===== config.mk =====
export PLATFORM = sky130hd
export DESIGN_NAME = event_mailbox_priority_dispatcher
export DESIGN_NICKNAME = d
export VERILOG_FILES = /design/src/rtl/emb_pkg.sv /design/src/rtl/emb_pick.sv /design/src/rtl/emb_mailbox.sv /design/src/rtl/event_mailbox_priority_dispatcher.sv
export SDC_FILE = /design/constraint.sdc
export NUM_CORES = 1
export LEC_CHECK = 0
export ABC_AREA = 1
export BUFFER_PORTS_ARGS = -buffer_cell sky130_fd_sc_hd__buf_2
export CAP_MARGIN = 20
export CORE_UTILIZATION = 52
export CTS_CLUSTER_DIAMETER = 50
export DETAILED_ROUTE_END_ITERATION = 6
export GPL_TIMING_DRIVEN = 0
export PLACE_DENSITY = 0.7
export SYNTH_ARGS = -nofsm -noshare
export SYNTH_HDL_FRONTEND = slang
export SYNTH_SLANG_ARGS = --single-unit

===== constraint.sdc =====
create_clock -name clk -period 5.6 [get_ports clk]
set_input_delay 0.28 -clock clk [delete_from_list [all_inputs] [get_ports clk]]
set_output_delay 0.28 -clock clk [all_outputs]
set_load 0.005 [all_outputs]

===== src/rtl/emb_pkg.sv =====
package emb_pkg;

	localparam int ACTION_W    = 3;
	localparam int TASK_ID_W   = 3;
	localparam int BITS_W      = 16;
	localparam int KIND_W      = 3;
	localparam int EVT_IDX_W   = 4;
	localparam int LIM_W       = 5;
	localparam int SLOT_LIMIT  = 8;
	localparam int LIMITS_W    = LIM_W * SLOT_LIMIT;
	localparam int PRESENT_W   = SLOT_LIMIT;
	localparam int CFG_IDX_W   = 1;

	localparam logic [LIMITS_W-1:0]  LIMITS_RESET  = 40'h8421084210;
	localparam logic [PRESENT_W-1:0] PRESENT_RESET = 8'hFF;

	localparam logic [CFG_IDX_W-1:0] CFG_LIMITS  = 1'b0;
	localparam logic [CFG_IDX_W-1:0] CFG_PRESENT = 1'b1;

	localparam logic [ACTION_W-1:0] ACT_POST  = 3'd0;
	localparam logic [ACTION_W-1:0] ACT_KILL  = 3'd1;
	localparam logic [ACTION_W-1:0] ACT_SCHED = 3'd2;
	localparam logic [ACTION_W-1:0] ACT_SHORT = 3'd3;
	localparam logic [ACTION_W-1:0] ACT_LONG  = 3'd4;

	localparam logic [KIND_W-1:0] KIND_ACK   = 3'd0;
	localparam logic [KIND_W-1:0] KIND_EVENT = 3'd1;
	localparam logic [KIND_W-1:0] KIND_SHORT = 3'd2;
	localparam logic [KIND_W-1:0] KIND_LONG  = 3'd3;
	localparam logic [KIND_W-1:0] KIND_IDLE  = 3'd4;
	localparam logic [KIND_W-1:0] KIND_ERROR = 3'd5;

	typedef struct packed {
		logic [KIND_W-1:0]    kind;
		logic [TASK_ID_W-1:0] slot;
		logic [EVT_IDX_W-1:0] index;
		logic                 pend;
	} res_t;

endpackage


===== src/rtl/emb_pick.sv =====
module emb_pick #(
	parameter int EVENTS = 16
) (
	input  logic [EVENTS-1:0]              word,
	input  logic [emb_pkg::LIM_W-1:0]      limit,
	output logic                           found,
	output logic [emb_pkg::EVT_IDX_W-1:0]  index,
	output logic [EVENTS-1:0]              clear
);

	logic [EVENTS-1:0] eligible;

	// Bits at or above the limit are never chosen; a limit beyond EVENTS acts as EVENTS.
	always_comb begin
		for (int j = 0; j < EVENTS; j++) begin
			eligible[j] = word[j] && (emb_pkg::LIM_W'(j) < limit);
		end
	end

	always_comb begin
		index = '0;
		for (int j = EVENTS - 1; j >= 0; j--) begin
			if (eligible[j]) begin
				index = emb_pkg::EVT_IDX_W'(j);
			end
		end
	end

	assign found = |eligible;
	assign clear = EVENTS'(1) << index;

endmodule


===== src/rtl/emb_mailbox.sv =====
module emb_mailbox #(
	parameter int TASKS  = 8,
	parameter int EVENTS = 16,
	parameter int IDX_W  = 3
) (
	input  logic              clk,
	input  logic              arst_n,
	input  logic [IDX_W-1:0]  addr,
	output logic [EVENTS-1:0] rd_word,
	input  logic              wr_en,
	input  logic [EVENTS-1:0] wr_word,
	output logic [TASKS-1:0]  nz
);

	logic [EVENTS-1:0] mb_q [TASKS];

	always_ff @(posedge clk or negedge arst_n) begin
		if (!arst_n) begin
			for (int t = 0; t < TASKS; t++) begin
				mb_q[t] <= '0;
			end
		end else if (wr_en) begin
			mb_q[addr] <= wr_word;
		end
	end

	assign rd_word = mb_q[addr];

	always_comb begin
		for (int t = 0; t < TASKS; t++) begin
			nz[t] = |mb_q[t];
		end
	end

endmodule


===== src/rtl/event_mailbox_priority_dispatcher.sv =====
// Event mailbox dispatcher with fixed task priority.
// A request is taken at a rising edge with start high and busy low; busy then
// stays high until every result of that request has been given. Results appear
// on kind, task_slot, event_index, pending and last for one cycle each, marked
// by result_strobe; last flags the final result of the request. The receiver
// cannot stall, so no result is ever held back.
// Post, kill, short, long and unknown requests give one acknowledge, made in
// ST_UPDATE and registered out from ST_FINISH. A schedule pass walks the task
// mailboxes one per cycle through a shared lowest-bit pick unit, then the two
// tempo flags; the walk ends early when task 1 has events. One result is held
// back in a register so that last can be marked.
// Configuration writes go through cfg_valid/cfg_ready with cfg_index selecting
// the event limits (0) or the task present mask (1); cfg_ready is always high;
// writes are to be made only while busy is low, which the block does not enforce.
// Reset clears all mailboxes and tempo flags, sets every limit to 16 and marks
// all task slots present.
module event_mailbox_priority_dispatcher #(
	parameter int TASKS  = 8,
	parameter int EVENTS = 16
) (
	input  logic                              clk,
	input  logic                              arst_n,
	input  logic                              start,
	output logic                              busy,
	input  logic [emb_pkg::ACTION_W-1:0]      action,
	input  logic [emb_pkg::TASK_ID_W-1:0]     task_id,
	input  logic [emb_pkg::BITS_W-1:0]        event_bits,
	output logic                              result_strobe,
	output logic [emb_pkg::KIND_W-1:0]        kind,
	output logic [emb_pkg::TASK_ID_W-1:0]     task_slot,
	output logic [emb_pkg::EVT_IDX_W-1:0]     event_index,
	output logic                              pending,
	output logic                              last,
	input  logic                              cfg_valid,
	output logic                              cfg_ready,
	input  logic [emb_pkg::CFG_IDX_W-1:0]     cfg_index,
	input  logic [emb_pkg::LIMITS_W-1:0]      cfg_data
);

	localparam int IDX_W = $clog2(TASKS);

	typedef enum logic [5:0] {
		ST_IDLE   = 6'b000001,
		ST_UPDATE = 6'b000010,
		ST_SCAN   = 6'b000100,
		ST_TSHORT = 6'b001000,
		ST_TLONG  = 6'b010000,
		ST_FINISH = 6'b100000
	} state_t;

	state_t state_q, state_d;

	logic [emb_pkg::LIMITS_W-1:0]  limits_q;
	logic [emb_pkg::PRESENT_W-1:0] present_q;
	logic [1:0]                    flags_q, flags_d;
	logic [IDX_W-1:0]              scan_idx_q, scan_idx_d;

	logic [emb_pkg::ACTION_W-1:0]  act_q;
	logic [emb_pkg::TASK_ID_W-1:0] tid_q;
	logic [emb_pkg::BITS_W-1:0]    bits_q;

	emb_pkg::res_t hold_q, gen_res;
	logic          hold_v_q;

	logic [IDX_W-1:0]  addr;
	logic [EVENTS-1:0] rd_word, wr_word;
	logic              wr_en;
	logic [TASKS-1:0]  nz, others_nz;
	logic              pend_next;

	logic                            gen_v;
	logic [emb_pkg::KIND_W-1:0]      gen_kind;
	logic [emb_pkg::TASK_ID_W-1:0]   gen_slot;
	logic [emb_pkg::EVT_IDX_W-1:0]   gen_index;

	logic [emb_pkg::LIM_W-1:0] lim_vec [TASKS];
	logic [TASKS-1:0]          pres_vec;
	logic                      pick_found;
	logic [emb_pkg::EVT_IDX_W-1:0] pick_index;
	logic [EVENTS-1:0]         pick_clear;
	logic                      tid_ok;
	logic                      accept;

	// Slots beyond the register width have a limit of zero and are never present.
	for (genvar t = 0; t < TASKS; t++) begin : g_slot
		if (t < emb_pkg::SLOT_LIMIT) begin : g_cfg
			assign lim_vec[t]  = limits_q[emb_pkg::LIM_W*t +: emb_pkg::LIM_W];
			assign pres_vec[t] = present_q[t];
		end else begin : g_none
			assign lim_vec[t]  = '0;
			assign pres_vec[t] = 1'b0;
		end
	end

	emb_mailbox #(
		.TASKS  (TASKS),
		.EVENTS (EVENTS),
		.IDX_W  (IDX_W)
	) u_mailbox (
		.clk     (clk),
		.arst_n  (arst_n),
		.addr    (addr),
		.rd_word (rd_word),
		.wr_en   (wr_en),
		.wr_word (wr_word),
		.nz      (nz)
	);

	emb_pick #(
		.EVENTS (EVENTS)
	) u_pick (
		.word  (rd_word),
		.limit (lim_vec[scan_idx_q]),
		.found (pick_found),
		.index (pick_index),
		.clear (pick_clear)
	);

	assign busy      = (state_q != ST_IDLE);
	assign accept    = start && !busy;
	assign cfg_ready = 1'b1;
	assign tid_ok    = (32'(tid_q) < TASKS);

	always_comb begin
		state_d    = state_q;
		scan_idx_d = scan_idx_q;
		flags_d    = flags_q;
		addr       = scan_idx_q;
		wr_en      = 1'b0;
		wr_word    = rd_word;
		gen_v      = 1'b0;
		gen_kind   = emb_pkg::KIND_ACK;
		gen_slot   = '0;
		gen_index  = '0;
		unique case (state_q)
			ST_IDLE: begin
				if (accept) begin
					state_d    = (action == emb_pkg::ACT_SCHED) ? ST_SCAN : ST_UPDATE;
					scan_idx_d = '0;
				end
			end
			ST_UPDATE: begin
				addr  = IDX_W'(tid_q);
				gen_v = 1'b1;
				case (act_q)
					emb_pkg::ACT_POST: begin
						wr_en   = tid_ok;
						wr_word = rd_word | bits_q[EVENTS-1:0];
					end
					emb_pkg::ACT_KILL: begin
						wr_en   = tid_ok;
						wr_word = rd_word & ~bits_q[EVENTS-1:0];
					end
					emb_pkg::ACT_SHORT: flags_d[0] = 1'b1;
					emb_pkg::ACT_LONG:  flags_d[1] = 1'b1;
					default: begin
					end
				endcase
				state_d = ST_FINISH;
			end
			ST_SCAN: begin
				gen_slot = emb_pkg::TASK_ID_W'(scan_idx_q);
				if (rd_word != '0) begin
					if (!pres_vec[scan_idx_q]) begin
						gen_v    = 1'b1;
						gen_kind = emb_pkg::KIND_ERROR;
					end else if (pick_found) begin
						wr_en     = 1'b1;
						wr_word   = rd_word & ~pick_clear;
						gen_v     = 1'b1;
						gen_kind  = emb_pkg::KIND_EVENT;
						gen_index = pick_index;
					end
				end
				// A busy task 1 ends the walk; otherwise every higher-numbered task gets a turn.
				if ((scan_idx_q == IDX_W'(1) && rd_word != '0) ||
				    scan_idx_q == IDX_W'(TASKS - 1)) begin
					state_d = ST_TSHORT;
				end else begin
					scan_idx_d = scan_idx_q + IDX_W'(1);
				end
			end
			ST_TSHORT: begin
				if (flags_q[0]) begin
					flags_d[0] = 1'b0;
					gen_v      = 1'b1;
					gen_kind   = emb_pkg::KIND_SHORT;
				end
				state_d = ST_TLONG;
			end
			ST_TLONG: begin
				if (flags_q[1]) begin
					flags_d[1] = 1'b0;
					gen_v      = 1'b1;
					gen_kind   = emb_pkg::KIND_LONG;
				end
				state_d = ST_FINISH;
			end
			ST_FINISH: begin
				state_d = ST_IDLE;
			end
			default: begin
				state_d = ST_IDLE;
			end
		endcase
	end

	// The pending flag reflects the mailboxes after this cycle's write.
	assign others_nz = nz & ~(wr_en ? (TASKS'(1) << addr) : TASKS'(0));
	assign pend_next = (|others_nz) || (wr_en && (|wr_word));
	assign gen_res   = '{kind: gen_kind, slot: gen_slot, index: gen_index, pend: pend_next};

	always_ff @(posedge clk or negedge arst_n) begin
		if (!arst_n) begin
			state_q    <= ST_IDLE;
			scan_idx_q <= '0;
			flags_q    <= '0;
			limits_q   <= emb_pkg::LIMITS_RESET;
			present_q  <= emb_pkg::PRESENT_RESET;
			hold_v_q   <= 1'b0;
		end else begin
			state_q    <= state_d;
			scan_idx_q <= scan_idx_d;
			flags_q    <= flags_d;
			if (cfg_valid && cfg_ready) begin
				unique case (cfg_index)
					emb_pkg::CFG_LIMITS:  limits_q  <= cfg_data;
					emb_pkg::CFG_PRESENT: present_q <= cfg_data[emb_pkg::PRESENT_W-1:0];
					default: begin
					end
				endcase
			end
			if (gen_v) begin
				hold_v_q <= 1'b1;
			end else if (state_q == ST_FINISH) begin
				hold_v_q <= 1'b0;
			end
		end
	end

	always_ff @(posedge clk) begin
		if (accept) begin
			act_q  <= action;
			tid_q  <= task_id;
			bits_q <= event_bits;
		end
		if (gen_v) begin
			hold_q <= gen_res;
		end
	end

	// A held result goes out when the next one arrives, or as the last one at the end.
	always_ff @(posedge clk or negedge arst_n) begin
		if (!arst_n) begin
			result_strobe <= 1'b0;
		end else begin
			result_strobe <= (gen_v && hold_v_q) || (state_q == ST_FINISH);
		end
	end

	always_ff @(posedge clk) begin
		if (gen_v && hold_v_q) begin
			kind        <= hold_q.kind;
			task_slot   <= hold_q.slot;
			event_index <= hold_q.index;
			pending     <= hold_q.pend;
			last        <= 1'b0;
		end else if (state_q == ST_FINISH) begin
			last <= 1'b1;
			if (hold_v_q) begin
				kind        <= hold_q.kind;
				task_slot   <= hold_q.slot;
				event_index <= hold_q.index;
				pending     <= hold_q.pend;
			end else begin
				kind        <= emb_pkg::KIND_IDLE;
				task_slot   <= '0;
				event_index <= '0;
				pending     <= |nz;
			end
		end
	end

endmodule

==> results.txt <==
----------------------------------------------------
[Critical path]
  Crit path largest cell delay ... 0.74 ns
  Most used cell along the critical path ... sky130_fd_sc_hd__nand2_1
  Critical path startpoint category ... flop
  Worst reg2reg path depth ... 24
  CP max-delay cell ... sky130_fd_sc_hd__a21oi_2
  Required time at the worst-slack endpoint ... around 5.9 ns
  Critical Path, Cell by Cell ... nor2_2 > nand3_2 > buf_6 > o21ai_4 > nand2_4 > inv_2 > buf_4 > a22oi_1 > nand3_1 > nand2_1 > nand4_1 > nor3_1 > nand2_1 > nand3_2 > nor2_1 > nand4_1 > a21oi_2 > nand2_1 > nor2_1 > nand2_1 > nor2_1 > nand2_1 > nand2_1 > nand2_1
  Crit end category ... flop
  Arrival time of data at the critical path endpoint ... ~5.4 ns
  Kind of critical path ... reg -> reg
  Maximum fanout along the worst path ... 10

[STA]
  Fmax ... 197 MHz
  Unrepaired setup endpoints after global routing ... false
  Pins over their slew limit ... 0
  Min Tclk post-route ... approximately 5.1 ns
  Tcrit/Tclk final ... 0.909
  Tightest Pin Transition ... around 0.96 ns
  Post-route setup TNS ... 0 ns
  Final Hold Fails ... 0
  Final worst slack ... 0.512 ns
  Final worst clock skew ... 0.0250 ns
  Final-report setup violation count ... 0
  Max-slew headroom ... 0.356
  Hold_ws ... between 0.1 and 0.15 ns

[Yosys]
  FFs w/ async S/R, synth ... 0.808
  Number of synthesized flops with an enable pin ... 44
  Post-synthesis sequential element count ... 234
  Fraction of the mapped netlist area in simple logic gates ... 0.232
  Cell count after synthesis ... 1393
  Main combinational cell family by area after synthesis ... simple AND/OR/NAND/NOR gates
  Fraction of the mapped netlist area in compound gates ... 0.150
  Number of unique standard cell types used by synthesis ... 59
  Yosys Warn Count ... 0
  Sequential fraction of the synthesis area ... 0.513
  Net count after synthesis ... around 1500
  Post-synthesis xor/xnor area fraction ... 0
  Post-synthesis share of cell area spent on full adders, half adders and majority gates ... 0.00316
  Synthesized area per cell ... 8.53 sq um
  Post-synth design cell area ... approximately 12000 sq um
  Mux cell area share after synthesis ... 0.0303
  Commonest register cell after synthesis ... sky130_fd_sc_hd__dfrtp_1

[CTS]
  Number of buffers inserted to repair setup after CTS ... 0
  Clock tree buffer depth ... 3
  Hold-fix buffers, CTS ... 64
  Clock root cell ... sky130_fd_sc_hd__clkbuf_16
  Source-to-sink clock delay at the later pin of the worst-skew pair ... approximately 0.57 ns
  CTS tree ... built
  Number of buffers created by CTS ... 30
  TritonCTS sink count ... 234
  Resized cells post-CTS ... 0
  Clock slew seen by the registers of the worst setup and hold paths ... 0.07 ns
  Maximum level of the CTS H-tree ... 1

[Floorplan]
  Initial standard-cell utilization of the core ... 0.538
  Area of the core ... between 20000 and 25000 sq um
  Number of rows created at floorplan ... 54
  Ports ... roughly 80
  Vertical die dimension ... around 150 microns
  Die Wd ... 153 microns
  Overall die area ... approximately 23000 sq um

[Drt]
  Top routing layer used ... met4
  Met3 wire len ... between 3000 and 4000 microns
  WL met2 ... between 15000 and 20000 microns
  Number of vias per cell after detailed routing ... 5.77
  Count of antenna-violating nets left after detailed routing ... 0
  Number of remaining DRC errors ... 0
  Total number of vias ... 10800
  Drt initial violations ... just over 900
  Final routed wire length divided by cell count ... 20.1 microns
  Router iterations before antenna repair ... 6
  Final Routed Wirelength ... 37700 microns
  Wire length on met1 ... between 15000 and 20000 microns

[Finish]
  Net count, final ... 1643
  Area Growth Syn to Fin ... 21.3%
  Layout cell share with drive strength beyond 1 ... 0.185
  Number of filler instances in the final layout ... ~1800
  Antenna Diode Count ... 0
  Final non-filler cell area ... 14400 sq um

[Global route]
  Maximum number of pins on one net before global-route repair ... approximately 110
  Antenna violations before repair ... 0
  Via count of the first global-routing pass ... between 10000 and 15000
  Global-route wire length before repair ... 59000 microns
  Overflow left after global routing ... 0
  Total track usage ... 0.330

[Flow run]
  Max capacitance violation total ... 0

[Hold path]
  Number of cells on the worst hold path ... 4
  Worst min-delay path class ... in -> reg

[Placed design]
  Port bufs ... 80
  Standard cell area after detailed placement ... approximately 13000 sq um
  Placer congestion estimate ... 1.03
  Setup WS pre-CTS ... ~0.76 ns
  Detailed Place HPWL ... 26000 microns

[Power]
  Leakage power total ... approximately 6.7 nW
  Maximum vdd drop ... around 0.00028 V
  Areal power density over the cells ... around 460 nW/um^2

[Outcome]
  Outcome ... completed

----------------------------------------------------
[power breakdown]
| group | leakage (nW) | switching (W) | internal [W] |
|---|---|---|---|
| clock | 0.529 | 0.000775 | 0.00126 |
| combinational | 3.23 | 0.00179 | 0.000709 |
| sequential | 2.92 | 0.000139 | 0.00200 |
| total | 6.67 | 0.00271 | 0.00397 |
[flip-flops by register name, summed over array words and instances (netlist names), 4 cells and up]
name            count
event_index         4
bits_q             16
pres_vec            8
limits_q           40
hold_q             11
state_q             6
u_mailbox.mb_q    128
[final timing paths]
| check | start | to | slack [ns] |
|---|---|---|---|
| min in group asynchronous | arst_n | u_mailbox.mb_q[35] | 0.28 |
| setup / recovery | state_q[5] | hold_q[0] | 0.51 |
| hold reg to reg | hold_v_q | last | 0.48 |
| setup reg to reg | state_q[5] | hold_q[0] | 0.51 |
| max in group asynchronous | arst_n | flags_q[1] | 4.35 |
| hold / removal | cfg_valid | pres_vec[1] | 0.12 |
[logic make-up (layout without fill, tap and decap cells)]
family / Yosys count / count (layout)
AND/OR/NAND/NOR: 622 / 622
AO/OA/AOI/OAI: 296 / 296
flip-flops: 234 / 234
buffers and inverters: 205 / 409
multiplexers: 32 / 32
adder cells (fa/ha/maj): 3 / 3
other: 1 / 1
[metrics by stage]
step                total power, W  utilization  cells
floorplan                  0.00370            -   1393
global route               0.00698        0.653   1877
finish                     0.00668        0.653   1877
global placement           0.00448        0.572   1753
CTS                        0.00660        0.653   1877
detailed placement         0.00453        0.575   1757
[per-layer routing]
metal	vias to the layer above	track usage
li1	5054	-
met3	130	0.0913
met1	5102	0.439
met4	0	0.155
met2	541	0.502
met5	-	0
[placed cells by master, fill, tap and decap left out, drive strengths merged, types with 17 or more instances in the layout]
cell and n:
dlygate4sd3 64, nor4 26, buf 120, mux2 32
dfstp 17, o22ai 23, a22oi 27, nor2 137
dfrtp 172, a21oi 34, nand2 358, o21ai 178
nand3 51, edfxtp 44, clkbuf 59, nand4 31
inv 151
[cell usage after synthesis, types with 6 or more instances]
cell	number	area [sq um]
sky130_fd_sc_hd__dfstp_2	17	447
sky130_fd_sc_hd__nor2_1	122	458
sky130_fd_sc_hd__mux2_2	32	360
sky130_fd_sc_hd__o21ai_2	9	78.8
sky130_fd_sc_hd__nand2_1	341	1280
sky130_fd_sc_hd__o22ai_1	23	144
sky130_fd_sc_hd__edfxtp_1	44	1320
sky130_fd_sc_hd__nor2_2	10	62.6
sky130_fd_sc_hd__buf_6	6	67.6
sky130_fd_sc_hd__dfrtp_1	172	4300
sky130_fd_sc_hd__a31oi_1	16	100
sky130_fd_sc_hd__clkbuf_1	19	71.3
sky130_fd_sc_hd__a21oi_1	29	145
sky130_fd_sc_hd__a22oi_1	26	195
sky130_fd_sc_hd__buf_2	23	115
sky130_fd_sc_hd__nand4_1	31	194
sky130_fd_sc_hd__inv_1	132	495
sky130_fd_sc_hd__o21ai_1	7	35.0
sky130_fd_sc_hd__nand3_1	47	235
sky130_fd_sc_hd__nor3_1	8	40.0
sky130_fd_sc_hd__nand2_2	15	93.8
sky130_fd_sc_hd__o21ai_0	159	796
sky130_fd_sc_hd__nor4_1	26	163
sky130_fd_sc_hd__inv_2	14	52.6
[final cells by class]
type                    instances  area, sq um  share of cell area
flip-flops and latches        234         6090               0.422
clock inverters                16          224              0.0155
well taps                     280          350              0.0243
multi-input cells             954         4940               0.342
inverters                     150          564              0.0391
repair buffers                148         1110              0.0769
clock buffers                  40          850              0.0589
plain buffers                  55          295              0.0205
[critical path, delay by kind of cell, from the launching register on]
| family | cells | cell delay, ns |
|---|---|---|
| AOI/OAI and AO/OA | 3 | 1.23 |
| buffers and inverters | 3 | 0.63 |
| DFF | 1 | 0.41 |
| and+or+nand+nor | 18 | 2.50 |
(Power assumes the default switching activity.)
